==> src/rtl/core/shs_pkg.sv <==
`timescale 1ns / 1ps
`default_nettype none

package shs_pkg;

    typedef logic [31:0] t_word;
    typedef logic [5:0]  t_pos;

    localparam logic [7:0] PAD_MARK   = 8'h80;
    localparam t_pos       LEN_OFFSET = 6'd56;
    localparam t_pos       POS_LAST   = 6'd63;
    localparam t_pos       ROUND_LAST = 6'd63;
    localparam logic [2:0] WORD_LAST  = 3'd7;

    localparam t_word INIT_HASH [8] = '{
        32'h6a09e667, 32'hbb67ae85, 32'h3c6ef372, 32'ha54ff53a,
        32'h510e527f, 32'h9b05688c, 32'h1f83d9ab, 32'h5be0cd19
    };

    localparam t_word ROUND_K [64] = '{
        32'h428a2f98, 32'h71374491, 32'hb5c0fbcf, 32'he9b5dba5,
        32'h3956c25b, 32'h59f111f1, 32'h923f82a4, 32'hab1c5ed5,
        32'hd807aa98, 32'h12835b01, 32'h243185be, 32'h550c7dc3,
        32'h72be5d74, 32'h80deb1fe, 32'h9bdc06a7, 32'hc19bf174,
        32'he49b69c1, 32'hefbe4786, 32'h0fc19dc6, 32'h240ca1cc,
        32'h2de92c6f, 32'h4a7484aa, 32'h5cb0a9dc, 32'h76f988da,
        32'h983e5152, 32'ha831c66d, 32'hb00327c8, 32'hbf597fc7,
        32'hc6e00bf3, 32'hd5a79147, 32'h06ca6351, 32'h14292967,
        32'h27b70a85, 32'h2e1b2138, 32'h4d2c6dfc, 32'h53380d13,
        32'h650a7354, 32'h766a0abb, 32'h81c2c92e, 32'h92722c85,
        32'ha2bfe8a1, 32'ha81a664b, 32'hc24b8b70, 32'hc76c51a3,
        32'hd192e819, 32'hd6990624, 32'hf40e3585, 32'h106aa070,
        32'h19a4c116, 32'h1e376c08, 32'h2748774c, 32'h34b0bcb5,
        32'h391c0cb3, 32'h4ed8aa4a, 32'h5b9cca4f, 32'h682e6ff3,
        32'h748f82ee, 32'h78a5636f, 32'h84c87814, 32'h8cc70208,
        32'h90befffa, 32'ha4506ceb, 32'hbef9a3f7, 32'hc67178f2
    };

    // round engine controls
    typedef struct packed {
        logic start;   // load working vars from chaining value
        logic round;   // one compression round
        logic fold;    // add working vars into chaining value
        logic init;    // restore initial hash
    } t_core_ctl;

    // message window controls
    typedef struct packed {
        logic load_byte;  // shift one byte into the block
        logic step;       // advance the schedule by one word
    } t_sched_ctl;

    function automatic t_word rotr(input t_word x, input int unsigned n);
        rotr = (x >> n) | (x << (32 - n));
    endfunction

endpackage

`default_nettype wire

==> src/rtl/core/shs_msg_sched.sv <==
`timescale 1ns / 1ps
`default_nettype none

// 64-byte block as a shift line; oldest schedule word sits in the top bits.
module shs_msg_sched (
    input  wire logic                i_clk,
    input  wire shs_pkg::t_sched_ctl i_ctl,
    input  wire logic [7:0]          i_byte,
    output shs_pkg::t_word           o_w
);

    logic [511:0] r_blk;
    logic [511:0] n_blk;
    shs_pkg::t_word w0, w1, w9, w14, s0, s1, w_new;

    assign w0  = r_blk[511:480];
    assign w1  = r_blk[479:448];
    assign w9  = r_blk[223:192];
    assign w14 = r_blk[63:32];

    assign s0 = shs_pkg::rotr(w1, 7) ^ shs_pkg::rotr(w1, 18) ^ (w1 >> 3);
    assign s1 = shs_pkg::rotr(w14, 17) ^ shs_pkg::rotr(w14, 19) ^ (w14 >> 10);
    assign w_new = s1 + w9 + s0 + w0;
    assign o_w = w0;

    always_comb begin
        n_blk = r_blk;
        if (i_ctl.load_byte) begin
            n_blk = {r_blk[503:0], i_byte};
        end else if (i_ctl.step) begin
            n_blk = {r_blk[479:0], w_new};
        end
    end

    always_ff @(posedge i_clk) begin
        r_blk <= n_blk;
    end

endmodule

`default_nettype wire

==> src/rtl/core/shs_round_core.sv <==
`timescale 1ns / 1ps
`default_nettype none

// Chaining value plus working variables a..h; one round per cycle while round is set.
module shs_round_core (
    input  wire logic               i_clk,
    input  wire logic               i_rst_n,
    input  wire shs_pkg::t_core_ctl i_ctl,
    input  wire shs_pkg::t_word     i_w,
    input  wire shs_pkg::t_word     i_k,
    output shs_pkg::t_word          o_h [8]
);

    shs_pkg::t_word r_h [8];
    shs_pkg::t_word r_v [8];
    shs_pkg::t_word big0, big1, chs, maj, t1, t2;

    assign big1 = shs_pkg::rotr(r_v[4], 6) ^ shs_pkg::rotr(r_v[4], 11)
                ^ shs_pkg::rotr(r_v[4], 25);
    assign chs  = (r_v[4] & r_v[5]) ^ (~r_v[4] & r_v[6]);
    assign t1   = r_v[7] + big1 + chs + i_k + i_w;
    assign big0 = shs_pkg::rotr(r_v[0], 2) ^ shs_pkg::rotr(r_v[0], 13)
                ^ shs_pkg::rotr(r_v[0], 22);
    assign maj  = (r_v[0] & r_v[1]) ^ (r_v[0] & r_v[2]) ^ (r_v[1] & r_v[2]);
    assign t2   = big0 + maj;

    always_ff @(posedge i_clk) begin
        if (!i_rst_n || i_ctl.init) begin
            r_h <= shs_pkg::INIT_HASH;
        end else if (i_ctl.fold) begin
            for (int i = 0; i < 8; i++) begin
                r_h[i] <= r_h[i] + r_v[i];
            end
        end
    end

    always_ff @(posedge i_clk) begin
        if (i_ctl.start) begin
            r_v <= r_h;
        end else if (i_ctl.round) begin
            r_v[7] <= r_v[6];
            r_v[6] <= r_v[5];
            r_v[5] <= r_v[4];
            r_v[4] <= r_v[3] + t1;
            r_v[3] <= r_v[2];
            r_v[2] <= r_v[1];
            r_v[1] <= r_v[0];
            r_v[0] <= t1 + t2;
        end
    end

    assign o_h = r_h;

endmodule

`default_nettype wire

==> src/rtl/core/sha256_stream_hasher.sv <==
`timescale 1ns / 1ps
`default_nettype none

// SHA-256 over a byte stream. Each input transfer either absorbs one message byte
// (tuser = 0, byte in tdata) or finishes the message (tuser = 1, tdata ignored).
// The byte that fills a 64-byte block starts a compression (one round per cycle in
// the shared round engine) and then a fold of the working variables into the
// chaining value.
// Finish writes the padding one byte per cycle (0x80, zeros, big-endian 64-bit bit
// length) and compresses one block, or two when 56 or more bytes were pending. The
// worst case is 56 pending bytes: 8 pad bytes, a compression and fold, 64 more pad
// bytes and another compression and fold, all before the eight digest words come
// out, word 0 first, each big-endian, the eighth marked by tlast. After the last
// word is loaded into the output register the hasher is re-initialized and takes
// the next message while that word still waits. Bit length wraps modulo 2^64.
// tready is low while busy.
module sha256_stream_hasher (
    input  wire logic        i_clk,
    input  wire logic        i_rst_n,
    input  wire logic        i_s_axis_tvalid,
    output logic             o_s_axis_tready,
    input  wire logic [7:0]  i_s_axis_tdata,   // [7:0] data_byte
    input  wire logic        i_s_axis_tuser,   // [0] command: 0 absorb, 1 finish
    output logic             o_m_axis_tvalid,
    input  wire logic        i_m_axis_tready,
    output logic [39:0]      o_m_axis_tdata,   // [31:0] digest_word, [34:32] word_index
    output logic             o_m_axis_tlast    // last_word
);

    typedef enum logic [4:0] {
        S_IDLE  = 5'b00001,
        S_PAD   = 5'b00010,
        S_ROUND = 5'b00100,
        S_FOLD  = 5'b01000,
        S_EMIT  = 5'b10000
    } t_state;

    t_state r_state, n_state;
    shs_pkg::t_pos r_pos, n_pos;          // pending bytes in block
    shs_pkg::t_pos r_rnd, n_rnd;          // round counter
    shs_pkg::t_pos r_len_pos, n_len_pos;  // byte count at finish
    logic [54:0] r_blk_cnt, n_blk_cnt;    // data blocks compressed
    logic r_fin, n_fin;                   // finishing a message
    logic r_pad_first, n_pad_first;       // next pad byte is the 0x80 marker
    logic r_last_blk, n_last_blk;         // current pad block carries the length
    logic [2:0] r_eidx, n_eidx;           // next digest word to emit

    logic r_ov, n_ov;
    shs_pkg::t_word r_oword, n_oword;
    logic [2:0] r_oidx, n_oidx;

    shs_pkg::t_core_ctl  core_ctl;
    shs_pkg::t_sched_ctl sched_ctl;
    logic [7:0] sched_byte, pad_byte;
    logic [63:0] total_bits;
    shs_pkg::t_word w_cur;
    shs_pkg::t_word h_cur [8];
    logic in_xfer, out_xfer;

    assign o_s_axis_tready = (r_state == S_IDLE);
    assign in_xfer  = i_s_axis_tvalid && o_s_axis_tready;
    assign out_xfer = r_ov && i_m_axis_tready;

    // message bit length; the block count supplies bits 63:9
    assign total_bits = {r_blk_cnt, r_len_pos, 3'b000};

    always_comb begin
        if (r_pad_first) begin
            pad_byte = shs_pkg::PAD_MARK;
        end else if (r_last_blk && (r_pos >= shs_pkg::LEN_OFFSET)) begin
            pad_byte = total_bits[(6'd63 - {r_pos[2:0], 3'b000}) -: 8];
        end else begin
            pad_byte = 8'h00;
        end
    end

    always_comb begin
        n_state     = r_state;
        n_pos       = r_pos;
        n_rnd       = r_rnd;
        n_len_pos   = r_len_pos;
        n_blk_cnt   = r_blk_cnt;
        n_fin       = r_fin;
        n_pad_first = r_pad_first;
        n_last_blk  = r_last_blk;
        n_eidx      = r_eidx;
        n_ov        = out_xfer ? 1'b0 : r_ov;
        n_oword     = r_oword;
        n_oidx      = r_oidx;
        core_ctl    = '0;
        sched_ctl   = '0;
        sched_byte  = i_s_axis_tdata;

        unique case (r_state)
            S_IDLE: begin
                if (in_xfer) begin
                    if (!i_s_axis_tuser) begin
                        sched_ctl.load_byte = 1'b1;
                        n_pos = r_pos + 6'd1;
                        if (r_pos == shs_pkg::POS_LAST) begin
                            core_ctl.start = 1'b1;
                            n_rnd   = '0;
                            n_state = S_ROUND;
                        end
                    end else begin
                        n_fin       = 1'b1;
                        n_pad_first = 1'b1;
                        n_last_blk  = (r_pos < shs_pkg::LEN_OFFSET);
                        n_len_pos   = r_pos;
                        n_state     = S_PAD;
                    end
                end
            end
            S_PAD: begin
                sched_ctl.load_byte = 1'b1;
                sched_byte  = pad_byte;
                n_pad_first = 1'b0;
                n_pos       = r_pos + 6'd1;
                if (r_pos == shs_pkg::POS_LAST) begin
                    core_ctl.start = 1'b1;
                    n_rnd   = '0;
                    n_state = S_ROUND;
                end
            end
            S_ROUND: begin
                core_ctl.round = 1'b1;
                sched_ctl.step = 1'b1;
                n_rnd = r_rnd + 6'd1;
                if (r_rnd == shs_pkg::ROUND_LAST) begin
                    n_state = S_FOLD;
                end
            end
            S_FOLD: begin
                core_ctl.fold = 1'b1;
                if (!r_fin) begin
                    n_blk_cnt = r_blk_cnt + 55'd1;
                    n_state   = S_IDLE;
                end else if (r_last_blk) begin
                    n_eidx  = '0;
                    n_state = S_EMIT;
                end else begin
                    // overflow block done; length goes in a fresh block
                    n_last_blk = 1'b1;
                    n_state    = S_PAD;
                end
            end
            S_EMIT: begin
                if (!r_ov || i_m_axis_tready) begin
                    n_ov    = 1'b1;
                    n_oword = h_cur[r_eidx];
                    n_oidx  = r_eidx;
                    n_eidx  = r_eidx + 3'd1;
                    if (r_eidx == shs_pkg::WORD_LAST) begin
                        core_ctl.init = 1'b1;
                        n_fin     = 1'b0;
                        n_pos     = '0;
                        n_blk_cnt = '0;
                        n_state   = S_IDLE;
                    end
                end
            end
            default: begin
                n_state = S_IDLE;
            end
        endcase
    end

    always_ff @(posedge i_clk) begin
        if (!i_rst_n) begin
            r_state     <= S_IDLE;
            r_pos       <= '0;
            r_rnd       <= '0;
            r_len_pos   <= '0;
            r_blk_cnt   <= '0;
            r_fin       <= 1'b0;
            r_pad_first <= 1'b0;
            r_last_blk  <= 1'b0;
            r_eidx      <= '0;
            r_ov        <= 1'b0;
        end else begin
            r_state     <= n_state;
            r_pos       <= n_pos;
            r_rnd       <= n_rnd;
            r_len_pos   <= n_len_pos;
            r_blk_cnt   <= n_blk_cnt;
            r_fin       <= n_fin;
            r_pad_first <= n_pad_first;
            r_last_blk  <= n_last_blk;
            r_eidx      <= n_eidx;
            r_ov        <= n_ov;
        end
    end

    always_ff @(posedge i_clk) begin
        r_oword <= n_oword;
        r_oidx  <= n_oidx;
    end

    shs_msg_sched u_sched (
        .i_clk  (i_clk),
        .i_ctl  (sched_ctl),
        .i_byte (sched_byte),
        .o_w    (w_cur)
    );

    shs_round_core u_core (
        .i_clk   (i_clk),
        .i_rst_n (i_rst_n),
        .i_ctl   (core_ctl),
        .i_w     (w_cur),
        .i_k     (shs_pkg::ROUND_K[r_rnd]),
        .o_h     (h_cur)
    );

    assign o_m_axis_tvalid = r_ov;
    assign o_m_axis_tdata  = {5'b00000, r_oidx, r_oword};
    assign o_m_axis_tlast  = (r_oidx == shs_pkg::WORD_LAST);

endmodule

`default_nettype wire

==> config.mk <==
export PLATFORM = sky130hd
export DESIGN_NAME = sha256_stream_hasher
export DESIGN_NICKNAME = d
export VERILOG_FILES = /design/src/rtl/core/shs_pkg.sv /design/src/rtl/core/shs_msg_sched.sv /design/src/rtl/core/shs_round_core.sv /design/src/rtl/core/sha256_stream_hasher.sv
export SDC_FILE = /design/constraint.sdc
export NUM_CORES = 2
export LEC_CHECK = 0
export BUFFER_PORTS_ARGS = -buffer_cell sky130_fd_sc_hd__buf_2
export CORE_ASPECT_RATIO = 1.25
export CORE_MARGIN = 3
export CORE_UTILIZATION = 35
export CTS_CLUSTER_DIAMETER = 120
export DETAILED_ROUTE_END_ITERATION = 7
export RECOVER_POWER = 25
export SETUP_SLACK_MARGIN = 0.1
export SYNTH_ARGS = -nofsm -noshare
export SYNTH_HDL_FRONTEND = slang
export SYNTH_SLANG_ARGS = --single-unit
==> constraint.sdc <==
create_clock -name i_clk -period 16.85 [get_ports i_clk]
set_input_delay 1.685 -clock i_clk [delete_from_list [all_inputs] [get_ports i_clk]]
set_output_delay 1.685 -clock i_clk [all_outputs]
set_load 0.005 [all_outputs]
==> flow_metrics.tcl <==
set metrics [dict create \
    status "finished, violations left" \
    violations "capacitance limit, slew limit" \
    min_path_type "reg -> reg" \
    p_switching_mw 3.720 \
    pwr-share-clk 0.293 \
    fin_ws_ps 6179 \
    synth_top_area_share 0.3183 \
    post_cts.repair.setup_buffers 0 \
    clk-insertion-delay-late_ps 840 \
    chipHeight_um 526.1 \
    cp_slowest_cell "clkbuf_1" \
    min_period_over_period 0.6333 \
    ant_nets 0 \
    grt_max_degree 213 \
    netlist_area_um2 75750 \
    cp_max_fo 111 \
    grt_setup_unrepaired "false" \
    synth_cells 8463 \
    slew_viol_final 940 \
    nets 8858 \
    grt_usage 0.2146 \
    area_growth_pct 9.509 \
    rr_worst_depth 7 \
    relSlewSlack -4.192 \
    p_per_area_nw_per_um2 124.8 \
    fin_crit_ps 10670 \
    syn_avg_cell_area_um2 8.951 \
    hold_violations 0 \
    muxShareOfSynthArea 0.03810 \
    core_area_um2 214900 \
    yosys.area_share.simple 0.1846 \
    ys_ff_latch 1144 \
    pre_cts_ws_ps 7861 \
    htreeDepth 4 \
    overflow 0 \
    fin_area_um2 82960 \
    cts_buffers 134 \
    synth_fa_ha_area_frac 0.1185 \
    die_w_um 422.1 \
    vias 60460 \
    drv_cap 16 \
    ctsHoldBuffers 0 \
    cts_buffer_depth 3 \
    clock_skew_ps 74.93 \
    grt_pass1_wl_um 367800 \
    placed_area_um2 78490 \
    setup_viol 0 \
    p_seq_frac 0.350 \
    fill_cells 21500 \
    cp.required_ps 17500 \
    cts_resized 0 \
    synthTopCellsByCount "nand2_1, edfxtp_1, a21oi_1, clkbuf_1, ha_1" \
    cts_sinks 1144 \
    r2r_slack_ps 6660 \
    cp-end-kind "register" \
    path_clk_slew_ps 60 \
    place_congestion 0.9499 \
    cts_tree "done" \
    root_buffer "clkbuf_16" \
    first_pass_iters 6 \
    ys_dominant_reg_cell "edfxtp_1" \
    post_drt_via_cell_ratio 5.379 \
    max_stage_delay_ps 5420 \
    drc 0 \
    yosysTopAreaCell "edfxtp_1" \
    synth-seq-area-share 0.4084 \
    crit_chain "clkbuf_1 > inv_1 > a31oi_1 > clkbuf_1 > nand2_1 > o32ai_1 > a31oi_1" \
    yosysMostFrequentCell "nand2_1" \
    synth_top_family_by_area "simple AND/OR/NAND/NOR gates" \
    io_buffers 50 \
    hold_path_depth 2 \
    drt-total-wl_um 244900 \
    start_util 0.3525 \
    hpwl_um 178700 \
    synth-edff-count 803 \
    whs_ps 470.1 \
    antenna_found_initial 10 \
    clock.fmax_mhz 93.71 \
    max_slew.worst_pin.slew_ps 7788 \
    synth_compound_area_frac 0.1361 \
    die-area_um2 222100 \
    synth_cell_type_count 94 \
    power_frac_comb 0.357 \
    grt_pass1_vias 59730 \
    ios 56 \
    utilization 0.3860 \
    rows 190 \
    tns_ps 0 \
    internal_power_mw 6.631 \
    synthXorXnorAreaFrac 0.07053 \
    drive_gt1_frac 0.05001 \
    ys.warnings.count 0 \
    start_kind "input port" \
    p_leak_nw 34.16 \
    avgRoutedWirePerCell_um 21.79 \
    drt_iter0_drc 5105 \
    synthArstFlopShare 0 \
    sw_frac_of_total 0.3594 \
    synthTopCellsByArea "edfxtp_1, nand2_1, dfxtp_1" \
    crit_type "in -> reg" \
    cp.arrival_ps 11320 \
    vdd_drop_max_v 0.00009204 \
]
[worst paths after layout]
| check | startpoint | to |
|---|---|---|
| setup / recovery | i_rst_n | u_core.o_h[56] |
| hold / removal | r_pad_first | r_pad_first |
| setup reg to reg | r_eidx[2] | u_core.o_h[56] |
| hold reg to reg | r_pad_first | r_pad_first |
[registers in the layout (all words and copies together) (netlist names)]
register	flops
r_pad_first	1
o_m_axis_tvalid	1
r_eidx	3
r_state	5
r_len_pos	6
u_sched.r_blk	512
r_pos	6
u_core.o_h	256
u_core.r_v	256
r_blk_cnt	55
r_last_blk	1
r_fin	1
r_rnd	6
r_oword	32
r_oidx	3
[power by group through the flow]
stage               Combinational, mW  Clock (mW)  Sequential (mW)
finish                           3.69        3.04             3.62
global route                     4.10        3.21             3.64
global placement                 3.59           0             3.67
detailed placement               3.64           0             3.67
CTS                              3.67        3.10             3.62
floorplan                        2.74           0             3.64
[routing by layer]
metal  track usage  wire, µm  up-vias
met2        0.3745    120800     1846
li1              -         -    28580
met5             0        23        -
met1        0.2600     98620    29550
met3       0.02567     11750      489
met4        0.1097     13780        4
[critical path, delay by kind of cell]
kind	cells	cell delay, ps
AO/OA/AOI/OAI	3	990
AND/OR/NAND/NOR	1	1560
buffers and inverters	3	7030
[logic make-up (layout without fill, tap and decap cells)]
group / count (synthesis) / in the layout
AOI/OAI and AO/OA: 1653 / 1653
xor gates and xnor gates: 610 / 610
adders and majority gates: 601 / 601
buffers and inverters: 874 / 765
DFF: 1144 / 1144
muxes: 179 / 179
other: 1 / 8
and+or+nand+nor: 3401 / 3401
[stage by stage]
step / power [mW] / cells
final: 10.35 / 11240
after global routing: 10.95 / 11240
after CTS: 10.38 / 11240
after detailed placement: 7.313 / 10990
after global placement: 7.265 / 10990
after floorplan: 6.381 / 8467
[final cells by class]
type                       instances  area [µm²]  share of cell area
antenna                            3       7.507          0.00009050
clock buffer                     187        3705             0.04466
clock inverter                    60       899.6             0.01084
inverter                         396        1494             0.01801
multi-input combinational       6449       41530              0.5007
sequential                      1144       30940              0.3730
tap                             2880        3603             0.04344
timing repair buffer             122       767.0            0.009246
[cell usage in the layout (no fill, tap or decap), drive strengths merged, types with 51 or more instances in the layout]
cell,instances
o21a,51
a21o,195
mux4,84
a21oi,526
o21bai,57
xor2,240
nor2,359
mux2i,60
buf,83
nand2b,74
inv,398
nor3,67
clkbuf,226
fa,195
nand2,2518
ha,403
a211oi,58
xnor2,370
o21ai,408
edfxtp,803
nand3,109
dfxtp,341
o211ai,116
No activity file was read; power rests on OpenSTA's default activity.
